===== config.mk =====
export PLATFORM = sky130hd
export DESIGN_NAME = wildcard_byte_pattern_search
export DESIGN_NICKNAME = d
export VERILOG_FILES = /design/src/rtl/wbps_pkg.sv /design/src/rtl/wbps_cell.sv /design/src/rtl/wildcard_byte_pattern_search.sv
export SDC_FILE = /design/constraint.sdc
export NUM_CORES = 1
export LEC_CHECK = 0
export ABC_AREA = 0
export BUFFER_PORTS_ARGS = -buffer_cell sky130_fd_sc_hd__buf_2
export CORE_MARGIN = 1
export CORE_UTILIZATION = 65
export CTS_BUF_LIST = sky130_fd_sc_hd__clkbuf_16
export DETAILED_ROUTE_END_ITERATION = 16
export PLACE_DENSITY = 0.84
export SLEW_MARGIN = 10
export SYNTH_ARGS = -nofsm -noshare
export SYNTH_HDL_FRONTEND = slang
export SYNTH_HIERARCHICAL = 1
export SYNTH_SLANG_ARGS = --single-unit

===== constraint.sdc =====
create_clock -name i_clk -period 12.6 [get_ports i_clk]
set_clock_uncertainty 0.2 [all_clocks]
set_input_delay 2.52 -clock i_clk [delete_from_list [all_inputs] [get_ports i_clk]]
set_output_delay 2.52 -clock i_clk [all_outputs]
set_load 0.05 [all_outputs]

===== src/rtl/wbps_pkg.sv =====
// Shared constants, types and register codes of the wildcard byte pattern search.
package wbps_pkg;

    localparam int PATTERN_BYTES  = 16;
    localparam int OFFSET_BITS    = 16;
    localparam int LEN_CAP        = (PATTERN_BYTES < 16) ? PATTERN_BYTES : 16;
    localparam int LEN_W          = 5;
    localparam int PAT_IDX_W      = (LEN_CAP > 1) ? $clog2(LEN_CAP) : 1;
    localparam int MATCH_OFFSET_W = 16;
    localparam int CFG_DATA_W     = 64;

    typedef logic [7:0] t_byte;

    typedef enum logic [1:0] {
        CFG_PATTERN_LOW    = 2'd0,
        CFG_PATTERN_HIGH   = 2'd1,
        CFG_WILDCARD_MASK  = 2'd2,
        CFG_PATTERN_LENGTH = 2'd3
    } t_cfg_index;

    typedef struct packed {
        logic shift;
        logic clear;
    } t_cell_ctrl;

    typedef struct packed {
        logic  in_use;
        logic  wild;
        t_byte pat;
    } t_cell_cfg;

endpackage


===== src/rtl/wbps_cell.sv =====
// One window cell: holds a byte and its valid flag and compares the incoming byte.
module wbps_cell
    import wbps_pkg::*;
(
    input  logic       i_clk,
    input  logic       i_rst_n,
    input  t_cell_ctrl i_ctrl,
    input  t_cell_cfg  i_cfg,
    input  logic       i_valid,
    input  t_byte      i_byte,
    output logic       o_valid,
    output t_byte      o_byte,
    output logic       o_hit
);

    logic  r_valid;
    t_byte r_byte;

    always_ff @(posedge i_clk) begin
        if (!i_rst_n) begin
            r_valid <= 1'b0;
        end else if (i_ctrl.clear) begin
            r_valid <= 1'b0;
        end else if (i_ctrl.shift) begin
            r_valid <= i_valid;
        end
    end

    always_ff @(posedge i_clk) begin
        if (i_ctrl.shift) begin
            r_byte <= i_byte;
        end
    end

    // The compare looks at the byte this cell holds after the shift.
    assign o_hit   = !i_cfg.in_use || (i_valid && (i_cfg.wild || (i_byte == i_cfg.pat)));
    assign o_valid = r_valid;
    assign o_byte  = r_byte;

endmodule


===== src/rtl/wildcard_byte_pattern_search.sv =====
// Top level of the wildcard byte pattern search: config, cell chain, match tracking, output.
//
// The block scans a buffer one byte per transfer on the input channel
// (i_in_valid, o_in_ready, i_data_byte, i_last_byte) against a pattern of up
// to 16 bytes with per-byte wildcards, set through the configuration channel
// (i_cfg_valid, o_cfg_ready, i_cfg_index, i_cfg_data), which is always ready.
// The user must write configuration only while no buffer is in progress; the
// block does not enforce this. It takes one byte per cycle while o_in_ready
// is high: a chain of cells shifts the window and all cells compare in
// parallel in the cycle the byte is accepted. Only the byte marked last
// produces a result: one transfer on the output channel (o_out_valid,
// i_out_ready, o_found, o_match_offset), registered in the output register,
// or in the skid register while an earlier result waits. o_match_offset is
// the start offset of the first full match, or 0 when nothing matched. The
// window, position and match latch clear after the last byte. An output
// register and a one-entry skid register hold up to two results; input is
// stalled only while both are full, so a stalled receiver costs no throughput
// until a second result is waiting. Reset (synchronous, active low) clears
// valid flags and match tracking, the pattern to zero and the length to one.
module wildcard_byte_pattern_search
    import wbps_pkg::*;
(
    input  logic                      i_clk,
    input  logic                      i_rst_n,
    input  logic                      i_in_valid,
    output logic                      o_in_ready,
    input  logic [7:0]                i_data_byte,
    input  logic                      i_last_byte,
    output logic                      o_out_valid,
    input  logic                      i_out_ready,
    output logic                      o_found,
    output logic [MATCH_OFFSET_W-1:0] o_match_offset,
    input  logic                      i_cfg_valid,
    output logic                      o_cfg_ready,
    input  logic [1:0]                i_cfg_index,
    input  logic [CFG_DATA_W-1:0]     i_cfg_data
);

    localparam logic [OFFSET_BITS-1:0] OFF_MAX = {OFFSET_BITS{1'b1}};

    logic [63:0]      r_pattern_low;
    logic [63:0]      r_pattern_high;
    logic [15:0]      r_wildcard_mask;
    logic [LEN_W-1:0] r_pattern_length;

    logic                   r_seen;
    logic [OFFSET_BITS-1:0] r_pos;
    logic [OFFSET_BITS-1:0] r_first;

    logic                      r_out_valid;
    logic                      r_out_found;
    logic [MATCH_OFFSET_W-1:0] r_out_offset;
    logic                      r_skid_valid;
    logic                      r_skid_found;
    logic [MATCH_OFFSET_W-1:0] r_skid_offset;

    logic                   w_accept;
    logic                   w_push;
    logic                   w_take;
    logic [LEN_W-1:0]       w_len;
    logic [127:0]           w_pattern;
    t_byte                  w_pat [LEN_CAP];
    t_cell_ctrl             w_ctrl;
    t_cell_cfg              w_cfg   [PATTERN_BYTES];
    logic                   w_valid [PATTERN_BYTES];
    t_byte                  w_byte  [PATTERN_BYTES];
    logic [PATTERN_BYTES-1:0] w_hit;
    logic                   w_match;
    logic [OFFSET_BITS:0]   w_pos_p1;
    logic [OFFSET_BITS:0]   w_len_ext;
    logic [OFFSET_BITS-1:0] w_new_first;
    logic                   n_seen;
    logic [OFFSET_BITS-1:0] n_first;
    logic [31:0]            w_first_ext;
    logic                   w_res_found;
    logic [MATCH_OFFSET_W-1:0] w_res_offset;

    assign o_cfg_ready = 1'b1;

    always_ff @(posedge i_clk) begin
        if (!i_rst_n) begin
            r_pattern_low    <= '0;
            r_pattern_high   <= '0;
            r_wildcard_mask  <= '0;
            r_pattern_length <= LEN_W'(1);
        end else if (i_cfg_valid) begin
            case (i_cfg_index)
                CFG_PATTERN_LOW:    r_pattern_low    <= i_cfg_data[63:0];
                CFG_PATTERN_HIGH:   r_pattern_high   <= i_cfg_data[63:0];
                CFG_WILDCARD_MASK:  r_wildcard_mask  <= i_cfg_data[15:0];
                CFG_PATTERN_LENGTH: r_pattern_length <= i_cfg_data[LEN_W-1:0];
                default: begin
                end
            endcase
        end
    end

    assign w_len     = (r_pattern_length > LEN_W'(LEN_CAP)) ? LEN_W'(LEN_CAP) : r_pattern_length;
    assign w_pattern = {r_pattern_high, r_pattern_low};

    assign o_in_ready = !r_skid_valid;
    assign w_accept   = i_in_valid && o_in_ready;
    assign w_push     = w_accept && i_last_byte;
    assign w_take     = r_out_valid && i_out_ready;

    assign w_ctrl.shift = w_accept;
    assign w_ctrl.clear = w_push;

    genvar gi;
    generate
        for (gi = 0; gi < LEN_CAP; gi++) begin : g_pat
            assign w_pat[gi] = w_pattern[8*gi +: 8];
        end

        for (gi = 0; gi < PATTERN_BYTES; gi++) begin : g_cell
            logic [PAT_IDX_W-1:0] w_pidx;
            logic                 w_in_valid;
            t_byte                w_in_byte;

            assign w_pidx            = PAT_IDX_W'(int'(w_len) - gi - 1);
            assign w_cfg[gi].in_use  = (int'(w_len) > gi);
            assign w_cfg[gi].wild    = r_wildcard_mask[w_pidx];
            assign w_cfg[gi].pat     = w_pat[w_pidx];

            if (gi == 0) begin : g_head
                assign w_in_valid = 1'b1;
                assign w_in_byte  = i_data_byte;
            end else begin : g_body
                assign w_in_valid = w_valid[gi-1];
                assign w_in_byte  = w_byte[gi-1];
            end

            wbps_cell u_cell (
                .i_clk   (i_clk),
                .i_rst_n (i_rst_n),
                .i_ctrl  (w_ctrl),
                .i_cfg   (w_cfg[gi]),
                .i_valid (w_in_valid),
                .i_byte  (w_in_byte),
                .o_valid (w_valid[gi]),
                .o_byte  (w_byte[gi]),
                .o_hit   (w_hit[gi])
            );
        end
    endgenerate

    assign w_match   = (w_len != '0) && (&w_hit);
    assign w_pos_p1  = {1'b0, r_pos} + (OFFSET_BITS+1)'(1);
    assign w_len_ext = (OFFSET_BITS+1)'(w_len);

    always_comb begin
        w_new_first = OFF_MAX;
        if (r_pos != OFF_MAX && w_pos_p1 >= w_len_ext) begin
            w_new_first = OFFSET_BITS'(w_pos_p1 - w_len_ext);
        end
        n_seen  = r_seen;
        n_first = r_first;
        if (!r_seen && w_match) begin
            n_seen  = 1'b1;
            n_first = w_new_first;
        end
    end

    assign w_first_ext  = 32'(n_first);
    assign w_res_found  = n_seen;
    assign w_res_offset = !n_seen ? '0 :
                          (w_first_ext > 32'(16'hFFFF)) ? MATCH_OFFSET_W'(16'hFFFF) :
                          MATCH_OFFSET_W'(w_first_ext);

    always_ff @(posedge i_clk) begin
        if (!i_rst_n) begin
            r_seen  <= 1'b0;
            r_pos   <= '0;
            r_first <= '0;
        end else if (w_push) begin
            r_seen  <= 1'b0;
            r_pos   <= '0;
            r_first <= '0;
        end else if (w_accept) begin
            r_seen  <= n_seen;
            r_first <= n_first;
            if (r_pos != OFF_MAX) begin
                r_pos <= r_pos + OFFSET_BITS'(1);
            end
        end
    end

    always_ff @(posedge i_clk) begin
        if (!i_rst_n) begin
            r_out_valid  <= 1'b0;
            r_skid_valid <= 1'b0;
        end else if (r_skid_valid) begin
            if (w_take) begin
                r_out_found  <= r_skid_found;
                r_out_offset <= r_skid_offset;
                r_skid_valid <= 1'b0;
            end
        end else if (w_push) begin
            if (!r_out_valid || w_take) begin
                r_out_valid  <= 1'b1;
                r_out_found  <= w_res_found;
                r_out_offset <= w_res_offset;
            end else begin
                r_skid_valid  <= 1'b1;
                r_skid_found  <= w_res_found;
                r_skid_offset <= w_res_offset;
            end
        end else if (w_take) begin
            r_out_valid <= 1'b0;
        end
    end

    assign o_out_valid    = r_out_valid;
    assign o_found        = r_out_found;
    assign o_match_offset = r_out_offset;

endmodule


-- Word-level counts from Yosys, hierarchy flattened
Cells that the tools add are included.
W data, S select, Z words.
- register bits: 353
- bits of input ports: 80
- output and inout port bits: 20
- word-level logic and storage cells: 357
- add/subtract/negate cells: 33
- order comparisons: 51
- eq/ne operators: 22
- multiplexer cells: 101
- bitwise operators: 19
- reduce and logical (&&, ||, !) cells: 88
- operators with widths (kind ; number):
    $bmux W8 S4 ; 16
    $mux W8 ; 32
    $eq A8 B8 Y1 ; 16
    $mux W16 ; 8
    $ge A5 B5 Y1 const B ; 16
    $lt A4 B5 Y1 const B ; 16
    $not A4 Y5 ; 16
    $sub A4 B2 Y4 const B ; 17
    $bmux W1 S4 ; 16
    $gt A5 B4 Y1 const B ; 8
    $logic_or A1 B1 Y1 ; 33
    $sub A4 B4 Y4 const B ; 8
    $mux W1 ; 28
    $logic_and A1 B1 Y1 ; 21
    $gt A5 B3 Y1 const B ; 4
    $logic_not A1 Y1 ; 19
    $add A16 B1 Y17 const B ; 1
    $ge A17 B5 Y1 ; 1
    $add A16 B1 Y16 const B ; 1
    $gt A16 B16 Y1 const B ; 1
    $ne A16 B16 Y1 const B ; 1
    $reduce_and A16 Y1 ; 1
    $sub A16 B5 Y16 ; 1
    $sub A4 B3 Y4 const B ; 4
    other kinds (16) ; 29

-- Depth between registers and ports, before layout
- depth in word-level cells: 22
- mapped depth: 26
- gate-level depth less buffers: 18

-- Cells and area by module
Netlist, hierarchy kept.
- by module, submodules not included (module ; times used ; cells each ; area each (µm²) ; seq. area each (µm²)):
    wildcard_byte_pattern_search ; 1 ; 1784 ; 16361.9 ; 4704.5
    wbps_cell ; 16 ; 25 ; 392.9 ; 260.2

-- Least setup slack after synthesis
OpenSTA, ideal clock, no wires.
- kind: input -> register
- start: input port i_in_valid
- end: register g_cell[0].u_cell.r_valid
- setup time: 0.092 ns
- data arrival time: 7.722 ns
- required time: 12.308 ns
- setup slack: 4.586 ns
- stages on the path: 5
- buffers on the path: 1
- path through: nand2_1 > inv_1 > clkbuf_1 > mux2i_1 > nor3b_1
- cells in the longest elaborated chain, start to end: 3
- RTL lines (what ; RTL line ; source):
    start, declared ; wildcard_byte_pattern_search.sv:25 ; input logic i_in_valid,
    $logic_and A1 B1 Y1 * ; wildcard_byte_pattern_search.sv:102 ; assign w_accept = i_in_valid && o_in_ready;
    via w_accept ; wildcard_byte_pattern_search.sv:57 ; logic w_accept;
    $logic_and A1 B1 Y1 ; wildcard_byte_pattern_search.sv:103 ; assign w_push = w_accept && i_last_byte;
    $reduce_or A2 Y1 (no source line) ; -- ;
    end signal, assigned ; wbps_cell.sv:25 ; r_valid <= i_valid;
    end, declared ; wbps_cell.sv:16 ; logic r_valid;
Mark *: on every way through the listed nets, which the timed path passes. The rest lies on a longest branch.
A chain may end at the register's enable or synchronous reset.

==> run metrics <==
outcome completed; count of final hold-check violations 0; M1 GR Usage 54.2%; antenna violations before repair 1; Num CTS Buffers 39; Clock Latency Late Sink 0.55 ns; Total Wirelength 65900 µm; Int Pwr 2.12 mW; die area between 30000 and 40000 µm²; Worst EP arrival 7.82 ns; first-pass GRT wire length 100000 µm; Tmin final 7.74 ns; clock network fraction of total power about two fifths; via-per-instance ratio 6.63; total of warnings raised by yosys 6; Crit Path Max Fanout between 70 and 80; Residual DRC 0; antenna diode count 0; Required @ worst endpoint 12.68 ns; GRT Total Usage 37.4%; Routed Antenna Nets 0; Slew @ Worst Pin 1.18 ns; multi-input logic area 13100 µm²; Hold WS 0.270 ns; drt pass-1 iters 5; area grow syn2layout 9.26%; largest net degree at the start of global routing between 100 and 150; clk sinks 353; Buf/Inv on CP 5; Final nets 2292; fill count about 2500; Die H 188 µm; DIE WIDTH between 150 and 200 µm; # IOs 100; Pwr per Cell Area 120 nW/µm²; TritonCTS clock tree done; placer congestion estimate 1.02; Hold Crit Class reg2reg; critical path's top delay family simple AND/OR/NAND/NOR gates; CP max-delay cell buf_4; relative slew slack around a fifth; Final Non-Filler Cells between 2000 and 3000; CTS Hold Bufs 0; Initial DRC Count 1984; grt total ovfl 0; Vias 17700; Comb pwr share between 10% and 20%; leak pwr 9.99 nW; Worst Setup Path Type reg2reg; row cnt 67; vias in the first global route 16900; synthesized area 22400 µm²; post-placement cell count 2607; Reg area 8610 µm²; slowest stage delay, CP 0.96 ns; share of cells above drive strength 1 15.9%; CP cell instances inv_2 > nand2_1 > inv_8 > buf_4 > ha_1 > xor2_1 > inv_2 > mux4_2 > xor2_1 > nor4_2 > a21oi_1 > a21oi_1 > nand4_1 > nor3_1 > and3_1 > and2_1 > o41ai_4 > buf_4 > nor3_1 > o31ai_1; largest vdd supply drop 106 µV; PostCTS Resize Cnt 0; setup TNS 0 ns; DR WL/cell about 25 µm; CTS Root Cell clkbuf_16; GR met3 Demand/Resource 8.20%; Critical Path End Type register; Initial Util roughly 66%; max frequency 129 MHz; Startpoint Class register; Worst-path clk slew ~0.060 ns; HPWL after DPL 48900 µm; post-synthesis cell count 2173; switch share ~28%; # Post-CTS Setup Buffers 0; final setup fails 0; core area 33700 µm²; H-Tree Depth 2; busiest layer in global routing met2; Longest Clk Path Bufs 3; RSZ-0062 raised after global routing false; IO Port Bufs 98; Flop pwr share roughly 44%; Max-Cap Viols 0; crit share post-route 61.4%; Final Max Slew Viols 0; met2 usage 54.8%; average cell area after synthesis between 10 and 15 µm²; NetSw approximately 800 µW
==> placed cells by master (no fill, tap or decap), types with 5 or more instances in the layout <==
cell / count
mux2i_1: 392
nand2_1: 367
dfxtp_1: 199
edfxtp_1: 154
a21boi_0: 148
xor2_1: 138
buf_2: 97
mux4_2: 81
a21oi_1: 76
o21ai_0: 50
nor2_1: 42
clkbuf_16: 41
inv_1: 39
nor4_2: 33
xnor2_1: 31
buf_4: 31
a211oi_1: 29
and2_1: 24
a31oi_1: 22
nand3_1: 20
nand2b_1: 18
nor3_1: 16
nor2b_1: 16
nor3b_1: 15
nand4_1: 9
ha_1: 9
clkinv_1: 8
nor2_4: 7
o31ai_2: 7
or3_1: 6
o31ai_1: 6
inv_6: 5
inv_2: 5
and3_1: 5
clkinv_2: 5
bufinv_16: 5
==> cell type report <==
type | instances | share of cell area, %
multi-input cells | 1635 | 53.5
repair buffers | 128 | 2.94
well taps | 448 | 2.29
flip-flops and latches | 353 | 35.2
inverters | 43 | 0.712
clock buffers | 41 | 4.20
clock inverters | 30 | 1.19
==> routing by layer <==
| layer | share of wire [%] | vias to the layer above |
|---|---|---|
| met3 | 12 | 141 |
| met1 | 42 | 8678 |
| met5 | 0 | - |
| met4 | 4.0 | 0 |
| met2 | 43 | 995 |
| li1 | - | 7930 |
==> worst paths after layout <==
kind                                            to  cells after the start                                  from  slack, ns
max                    o_match_offset[7]$_DFFE_PP_                     20      r_pattern_length[4]$_SDFFE_PN0P_       4.86
min          g_cell[10].u_cell/o_byte[3]$_DFFE_PP_                      0  g_cell[9].u_cell/o_byte[3]$_DFFE_PP_       0.27
max reg2reg            o_match_offset[7]$_DFFE_PP_                     20      r_pattern_length[4]$_SDFFE_PN0P_       4.86
min reg2reg  g_cell[10].u_cell/o_byte[3]$_DFFE_PP_                      0  g_cell[9].u_cell/o_byte[3]$_DFFE_PP_       0.27
==> flip-flops by register name (all words and copies together), names as in the netlist <==
name,count
g_cell.u_cell/o_byte,120
r_pattern_high,64
r_pattern_low,64
o_match_offset,16
r_first,16
r_pos,16
r_skid_offset,16
r_wildcard_mask,16
g_cell.u_cell/o_valid,15
r_pattern_length,5
o_found,1
o_out_valid,1
r_seen,1
r_skid_found,1
r_skid_valid,1
==> power groups by stage <==
stage | clock [mW] | combinational [mW] | sequential, mW
final | 1.19 | 0.463 | 1.29
after CTS | 1.19 | 0.453 | 1.29
after global routing | 1.23 | 0.488 | 1.29
after global placement | 0 | 0.443 | 1.31
after floorplan | 0 | 0.327 | 1.30
after detailed placement | 0 | 0.451 | 1.31
==> stage by stage <==
stage	util [%]	worst slack [ns]	total power [mW]	area [µm²]
6_report	72.5	4.86	2.94	24400
5_1_grt	72.5	4.37	3.01	24400
2_1_floorplan	-	4.86	1.63	22400
3_3_place_gp	68.6	5.13	1.75	23100
4_1_cts	72.5	4.91	2.93	24400
3_5_place_dp	68.6	4.96	1.76	23100
==> worst register-to-register path, stage by stage, from the launching register on <==
cell	delay, ns
dfxtp_1	0.50
inv_2	0.26
nand2_1	0.40
inv_8	0.66
buf_4	0.98
ha_1	0.33
xor2_1	0.08
inv_2	0.29
mux4_2	0.57
xor2_1	0.19
nor4_2	0.39
a21oi_1	0.18
a21oi_1	0.15
nand4_1	0.10
nor3_1	0.38
and3_1	0.66
and2_1	0.30
o41ai_4	0.09
buf_4	0.23
nor3_1	0.40
o31ai_1	0.12
Note: power is estimated with default switching activity, not from simulation.
